[config.mk]
export PLATFORM = sky130hd
export DESIGN_NAME = zero_run_encoder
export DESIGN_NICKNAME = d
export VERILOG_FILES = /design/src/rtl/zre_pkg.sv /design/src/rtl/zre_encode.sv /design/src/rtl/zre_burst_out.sv /design/src/rtl/zero_run_encoder.sv
export VERILOG_INCLUDE_DIRS = /design/src /design/src/rtl
export SDC_FILE = /design/constraint.sdc
export NUM_CORES = 1
export LEC_CHECK = 0
export ABC_CLOCK_PERIOD_IN_PS = 5800
export BUFFER_PORTS_ARGS = -buffer_cell sky130_fd_sc_hd__buf_2
export CAP_MARGIN = 40
export CORE_ASPECT_RATIO = 1.25
export CORE_MARGIN = 4
export CORE_UTILIZATION = 55
export DETAILED_ROUTE_END_ITERATION = 10
export HOLD_SLACK_MARGIN = 0.02
export PLACE_DENSITY = 0.74
export SLEW_MARGIN = 20
export SYNTH_ARGS = -nofsm -noshare
export SYNTH_HDL_FRONTEND = slang
export SYNTH_SLANG_ARGS = --single-unit
export TNS_END_PERCENT = 30
[constraint.sdc]
create_clock -name aclk -period 5.8 [get_ports aclk]
set_input_delay 1.16 -clock aclk [delete_from_list [all_inputs] [get_ports aclk]]
set_output_delay 1.16 -clock aclk [all_outputs]
set_load 0.02 [all_outputs]
[src/rtl/zero_run_encoder_defines.svh]
// ----------------------------------------------------------------------------
// Zero-run encoder assertion macros
// Shared concurrent assertion forms, clocked and reset-qualified.
// ----------------------------------------------------------------------------
`ifndef ZERO_RUN_ENCODER_DEFINES_SVH
`define ZERO_RUN_ENCODER_DEFINES_SVH

// Same-cycle implication, disabled while reset is low.
`define ZRE_ASSERT_IMP(lbl, clk, rstn, ante, cons, msg) \
    lbl: assert property (@(posedge clk) disable iff (!rstn) (ante) |-> (cons)) \
        else $error(msg);

// Next-cycle implication, disabled while reset is low.
`define ZRE_ASSERT_NXT(lbl, clk, rstn, ante, cons, msg) \
    lbl: assert property (@(posedge clk) disable iff (!rstn) (ante) |=> (cons)) \
        else $error(msg);

`endif

[src/rtl/zre_pkg.sv]
// ----------------------------------------------------------------------------
// Zero-run encoder package
// Shared widths, byte codes and the burst record passed to the output stage.
// ----------------------------------------------------------------------------
`default_nettype none

package zre_pkg;

    localparam int unsigned HEADER_BYTES_DEF = 4;
    localparam int unsigned HP_W             = 3;
    localparam int unsigned BURST_MAX        = 4;
    localparam int unsigned CNT_W            = $clog2(BURST_MAX + 1);
    localparam int unsigned IDX_W            = $clog2(BURST_MAX);

    localparam logic [7:0] ZERO_BYTE = 8'h00;
    localparam logic [7:0] RUN_MAX   = 8'hFF;

    typedef logic [7:0] byte_t;

    typedef struct packed {
        logic [BURST_MAX-1:0][7:0] bytes;
        logic [CNT_W-1:0]          count;
        logic                      final_flag;
    } burst_t;

endpackage

`default_nettype wire

[src/rtl/zre_encode.sv]
// ----------------------------------------------------------------------------
// Zero-run encoder byte logic
// Turns one registered input byte and the run state into a burst of up to
// four encoded bytes, and computes the next run state.
// ----------------------------------------------------------------------------
`default_nettype none

module zre_encode #(
    parameter int unsigned HEADER_BYTES = zre_pkg::HEADER_BYTES_DEF
) (
    input  wire zre_pkg::byte_t               data_byte,
    input  wire                               final_byte,
    input  wire logic [zre_pkg::HP_W-1:0]     hp,
    input  wire zre_pkg::byte_t               zc,
    output zre_pkg::burst_t                   burst,
    output logic [zre_pkg::HP_W-1:0]          hp_next,
    output zre_pkg::byte_t                    zc_next
);
    import zre_pkg::*;

    logic [CNT_W-1:0] n;

    always_comb begin
        hp_next     = hp;
        zc_next     = zc;
        n           = '0;
        burst.bytes = '0;

        if (hp < HP_W'(HEADER_BYTES)) begin
            burst.bytes[0] = data_byte;
            n              = CNT_W'(1);
            hp_next        = hp + HP_W'(1);
        end else if (data_byte == ZERO_BYTE) begin
            zc_next = zc + 8'd1;
            // count wrapped: emit a full run and restart at one
            if (zc_next == ZERO_BYTE) begin
                burst.bytes[0] = ZERO_BYTE;
                burst.bytes[1] = RUN_MAX;
                n              = CNT_W'(2);
                zc_next        = 8'd1;
            end
        end else begin
            if (zc != ZERO_BYTE) begin
                burst.bytes[0] = ZERO_BYTE;
                burst.bytes[1] = zc;
                burst.bytes[2] = data_byte;
                n              = CNT_W'(3);
            end else begin
                burst.bytes[0] = data_byte;
                n              = CNT_W'(1);
            end
            zc_next = ZERO_BYTE;
        end

        // end of packet: flush pending run, start a new packet
        if (final_byte) begin
            if (zc_next != ZERO_BYTE) begin
                burst.bytes[n[IDX_W-1:0]]            = ZERO_BYTE;
                burst.bytes[n[IDX_W-1:0] + IDX_W'(1)] = zc_next;
                n                                     = n + CNT_W'(2);
            end
            hp_next = '0;
            zc_next = ZERO_BYTE;
        end

        burst.count      = n;
        burst.final_flag = final_byte;
    end

endmodule

`default_nettype wire

[src/rtl/zre_burst_out.sv]
// ----------------------------------------------------------------------------
// Zero-run encoder output stage
// Holds one burst and hands its bytes to m_ one per cycle while m_ready is high.
// ----------------------------------------------------------------------------
`default_nettype none

module zre_burst_out (
    input  wire                  aclk,
    input  wire                  aresetn,
    input  wire                  load,
    input  wire zre_pkg::burst_t burst_in,
    output logic                 free,
    output logic                 m_valid,
    input  wire                  m_ready,
    output zre_pkg::byte_t       m_out_byte,
    output logic                 m_burst_end,
    output logic                 m_packet_end
);
    import zre_pkg::*;
    `include "zero_run_encoder_defines.svh"

    logic [BURST_MAX-1:0][7:0] bytes_reg;
    logic                      final_reg;
    logic [CNT_W-1:0]          cnt_reg, cnt_next;
    logic [IDX_W-1:0]          idx_reg, idx_next;
    logic                      busy, last, take;

    assign busy = (cnt_reg != '0);
    assign last = busy && ({1'b0, idx_reg} == (cnt_reg - CNT_W'(1)));
    assign take = busy && m_ready;
    assign free = !busy || (take && last);

    assign m_valid      = busy;
    assign m_out_byte   = bytes_reg[idx_reg];
    assign m_burst_end  = last;
    assign m_packet_end = last && final_reg;

    always_comb begin
        cnt_next = cnt_reg;
        idx_next = idx_reg;
        if (load) begin
            cnt_next = burst_in.count;
            idx_next = '0;
        end else if (take) begin
            if (last) begin
                cnt_next = '0;
                idx_next = '0;
            end else begin
                idx_next = idx_reg + IDX_W'(1);
            end
        end
    end

    always_ff @(posedge aclk) begin
        if (!aresetn) begin
            cnt_reg <= '0;
            idx_reg <= '0;
        end else begin
            cnt_reg <= cnt_next;
            idx_reg <= idx_next;
        end
    end

    always_ff @(posedge aclk) begin
        if (load) begin
            bytes_reg <= burst_in.bytes;
            final_reg <= burst_in.final_flag;
        end
    end

    `ZRE_ASSERT_IMP(a_idx_in_burst, aclk, aresetn, busy, {1'b0, idx_reg} < cnt_reg, "index past burst length")
    `ZRE_ASSERT_IMP(a_load_when_free, aclk, aresetn, load, free && (burst_in.count != '0), "burst loaded over a pending one")
    `ZRE_ASSERT_NXT(a_burst_continues, aclk, aresetn, take && !last, m_valid && (idx_reg == $past(idx_reg) + IDX_W'(1)), "burst cut short")
    `ZRE_ASSERT_IMP(a_short_burst, aclk, aresetn, load, burst_in.count <= CNT_W'(BURST_MAX), "burst too long")

endmodule

`default_nettype wire

[src/rtl/zero_run_encoder.sv]
// ----------------------------------------------------------------------------
// Zero-run encoder, top level
// Packet byte stream in, zero-run-length encoded byte stream out.
// ----------------------------------------------------------------------------
// Input channel s_: one packet byte per transaction, s_final_byte on the last.
// The first HEADER_BYTES bytes pass through; after that, zero runs come out
// as 0x00,count. Output channel m_: one encoded byte per transaction;
// m_burst_end marks the last byte caused by an input byte and m_packet_end
// the last byte of the encoded packet.
// A byte accepted on s_ sits in the input register, moves into the burst
// register once that is free, and is offered on m_ from there.
// Throughput: one input byte per cycle while m_ready is high and each
// yields at most one result. A burst of n bytes (n up to 4) holds the burst
// register until taken; a held-back zero yields nothing and leaves the
// input register at once. Reset empties both registers and clears run state.
// When m_ready is low the burst register holds; the input register takes
// more bytes till one yields output, then s_ready drops until the burst drains.
// ----------------------------------------------------------------------------
`default_nettype none

module zero_run_encoder #(
    parameter int unsigned HEADER_BYTES = zre_pkg::HEADER_BYTES_DEF
) (
    input  wire            aclk,
    input  wire            aresetn,
    input  wire            s_valid,
    output logic           s_ready,
    input  wire [7:0]      s_data_byte,
    input  wire            s_final_byte,
    output logic           m_valid,
    input  wire            m_ready,
    output logic [7:0]     m_out_byte,
    output logic           m_burst_end,
    output logic           m_packet_end
);
    import zre_pkg::*;

    logic            in_valid_reg;
    byte_t           in_data_reg;
    logic            in_final_reg;
    logic [HP_W-1:0] hp_reg, hp_next;
    byte_t           zc_reg, zc_next;
    burst_t          burst;
    logic            free, advance, load;

    zre_encode #(
        .HEADER_BYTES(HEADER_BYTES)
    ) u_encode (
        .data_byte (in_data_reg),
        .final_byte(in_final_reg),
        .hp        (hp_reg),
        .zc        (zc_reg),
        .burst     (burst),
        .hp_next   (hp_next),
        .zc_next   (zc_next)
    );

    // an item with no output drains even while a burst is pending
    assign advance = in_valid_reg && ((burst.count == '0) || free);
    assign load    = advance && (burst.count != '0);
    assign s_ready = !in_valid_reg || advance;

    always_ff @(posedge aclk) begin
        if (!aresetn) begin
            in_valid_reg <= 1'b0;
            hp_reg       <= '0;
            zc_reg       <= '0;
        end else begin
            if (s_valid && s_ready) begin
                in_valid_reg <= 1'b1;
            end else if (advance) begin
                in_valid_reg <= 1'b0;
            end
            if (advance) begin
                hp_reg <= hp_next;
                zc_reg <= zc_next;
            end
        end
    end

    always_ff @(posedge aclk) begin
        if (s_valid && s_ready) begin
            in_data_reg  <= s_data_byte;
            in_final_reg <= s_final_byte;
        end
    end

    zre_burst_out u_burst_out (
        .aclk        (aclk),
        .aresetn     (aresetn),
        .load        (load),
        .burst_in    (burst),
        .free        (free),
        .m_valid     (m_valid),
        .m_ready     (m_ready),
        .m_out_byte  (m_out_byte),
        .m_burst_end (m_burst_end),
        .m_packet_end(m_packet_end)
    );

endmodule

`default_nettype wire
==> flow_summary.json <==
{
  "first_pass_iters": 5,
  "synth_xor_area_share_pct": 1.547,
  "tightestPinTransition_ns": 0.8031,
  "timing.final.crit_share_pct": 93.10,
  "drt_iter0_drc": 221,
  "rsz0062_at_grt": "false",
  "insertedDiodeCount": 0,
  "ys_types": 65,
  "fin_cells": 402,
  "numCtsBuffers": 9,
  "hold_viol": 0,
  "synthArstFlopShare_pct": 0,
  "synthCells": 310,
  "clk_latency_ns": 0.33,
  "status": "complete, no violations",
  "p_int_uw": 662.6,
  "cap_viol_max_count": 0,
  "critPathKind": "reg -> out",
  "post-route-util_pct": 62.49,
  "clock-sinks": 59,
  "antenna_found_initial": 0,
  "yosys_warnings": 0,
  "reg2reg_setup_slack_ns": 1.37,
  "grt_pass1_vias": 2437,
  "leakage_uw": 0.001267,
  "synth_edf_count": 42,
  "switching_share_pct": 24.13,
  "combPwrFrac_pct": 8.1,
  "layout_min_cycle_time_ns": 5.400,
  "hold_buffers": 0,
  "required_ns": 4.64,
  "synthAdderAreaFrac_pct": 2.642,
  "synth_top_area_cell": "edfxtp_1",
  "pre_cts_slack_ns": 0.8017,
  "clkPwrFrac_pct": 37.0,
  "grt_max_degree": 30,
  "cp_slowest_cell": "dfxtp_1",
  "timing.rr.end": "zc_reg[2]",
  "grt_pass1_wl_mm": 12.32,
  "dpl.hpwl_mm": 5.176,
  "cts_max_path_buffers": 2,
  "power.density_nw_per_um2": 240.2,
  "wire_per_inst_um": 18.55,
  "layout.nets": 351,
  "htree_num_levels": 3,
  "synth-seq-cells": 59,
  "syn_area_um2": 3316,
  "setup_viol": 0,
  "grtUsageTotal_pct": 21.80,
  "vdd_drop_max_mv": 0.1572,
  "row_count": 31,
  "place.gp.congestion": 0.9564,
  "die_y_um": 94.81,
  "fp.dieW_um": 77.45,
  "ios": 25,
  "tns_ns": 0,
  "ys_top_cells_by_area": "edfxtp_1, dfxtp_1, mux4_2",
  "synth_seq_area_share_pct": 48.30,
  "portBuffers": 24,
  "slew_headroom_pct": 45.96,
  "start_util_pct": 56.99,
  "drive_gt1_share_pct": 19.64,
  "post-synth-top-count-cell": "edfxtp_1",
  "synth_top_family_by_area": "compound AO/OA/AOI/OAI gates",
  "hold_depth": 2,
  "fmax_ghz": 0.1852,
  "p_seq_share_pct": 54.9,
  "fillers": 485,
  "core_area_um2": 5818,
  "drv_slew": 0,
  "synth.mux.area_fraction_pct": 5.434,
  "vias": 2500,
  "ys_top_cells_by_count": "edfxtp_1, nand2_1, a21oi_1",
  "largest_register_ffs": 32,
  "cp-end-kind": "output port",
  "synthSimpleGateAreaFrac_pct": 17.40,
  "place_inst": 385,
  "crit_arrival_ns": 4.24,
  "cp_max_fo": 16,
  "hold_start": "hp_reg[1]",
  "p_switching_uw": 210.7,
  "root_buffer": "clkbuf_8",
  "hp-class": "reg -> reg",
  "avgSynthCellArea_um2": 10.70,
  "synth_compound_area_share_pct": 18.94,
  "crit_chain": "ha_1 > nand3_2 > o311ai_2 > nand3_1 > or2_4 > nand3_2 > nand2_1 > or4_1 > ha_1 > nor3_1 > a21o_1 > a21oi_2 > inv_1 > buf_2",
  "cp-start-kind": "register",
  "skew_ns": 0.008328,
  "overflow": 0,
  "area_growth_pct": 9.660,
  "synth_top_area_share_pct": 38.04,
  "drtAntennaViolNets": 0,
  "drcViolationCount": 0,
  "whs_endpoint": "hp_reg[1]",
  "postCtsSetupRepairBufs": 0,
  "ff2ff_path_depth": 14,
  "clkTransAtPathRegs_ns": 0.06,
  "r2r-start": "zc_reg[0]",
  "fin_ws_ns": 0.4005,
  "cts_resized": 0,
  "die_area_um2": 7343,
  "cts_tree": "yes",
  "vias_per_cell": 6.219,
  "slowest_delay_ns": 0.62,
  "wl_mm": 7.457,
  "ys_dominant_reg_cell": "edfxtp_1"
}
-- cells in the final DEF (no fill, tap or decap), types with 9 or more instances in the layout --
cell type	n
nand2_1	27
clkbuf_8	10
o21ai_0	11
nor2_1	18
dfxtp_1	17
buf_2	24
and2_1	14
edfxtp_1	42
nand3_1	10
a21oi_1	21
inv_1	9
-- through the flow --
step                hold slack [ns]  power, µW  area (µm²)
floorplan                    0.4321      535.0        3338
CTS                          0.4599      878.1        3621
global route                 0.4921      914.2        3636
detailed placement           0.4491      559.6        3450
finish                       0.4581      873.2        3636
global placement             0.4437      555.1        3422
-- cells by family (layout without fill, tap and decap cells) --
family	Yosys count	after routing
DFF	59	59
muxes	8	8
AOI/OAI and AO/OA	85	85
other	1	7
xor gates and xnor gates	5	5
adders and majority gates	7	7
and+or+nand+nor	110	110
buffers and inverters	35	55
-- how the worst max path moves through the flow --
| stage | depth (start not counted) | from | slack (ns) | endpoint |
|---|---|---|---|---|
| floorplan | 13 | zc_reg[0] | 1.02 | u_burst_out.bytes_reg[0] |
| global placement | 14 | zc_reg[0] | 0.93 | s_ready |
| detailed placement | 14 | zc_reg[0] | 0.80 | s_ready |
| CTS | 14 | zc_reg[0] | 0.43 | s_ready |
| global route | 14 | zc_reg[0] | 0.09 | s_ready |
| finish | 14 | zc_reg[0] | 0.40 | s_ready |
-- per-layer routing --
metal,wire length [µm],GRT usage (%),vias to the layer above
li1,-,-,1196
met1,3263,28.83,1196
met2,3645,35.45,95
met3,427,4.008,13
met4,121,8.902,0
met5,0,0,-
-- critical path: cells and delay by family, from the launching register on --
family / cells / cell delay, ns
buf+inv: 2 / 0.24
simple gates: 7 / 1.69
fa+ha+maj: 2 / 0.75
flops: 1 / 0.62
compound gates: 3 / 0.60
-- power by group through the flow --
stage | logic, µW | clock network, µW | registers [µW]
final | 71.1 | 323 | 479
after global routing | 77.8 | 356 | 481
after CTS | 71.0 | 327 | 480
after detailed placement | 70.9 | 0 | 489
after global placement | 66.7 | 0 | 488
after floorplan | 50.2 | 0 | 485
-- layout make-up --
cell class | instances | area [µm²] | area share, %
clock buffers | 11 | 141.4 | 3.889
well taps | 66 | 82.58 | 2.271
inverters | 11 | 41.29 | 1.136
multi-input cells | 222 | 1562 | 42.95
flip-flops and latches | 59 | 1602 | 44.05
repair buffers | 28 | 177.7 | 4.886
clock inverters | 5 | 30.03 | 0.8259
Note: power is estimated with default switching activity, not from simulation.
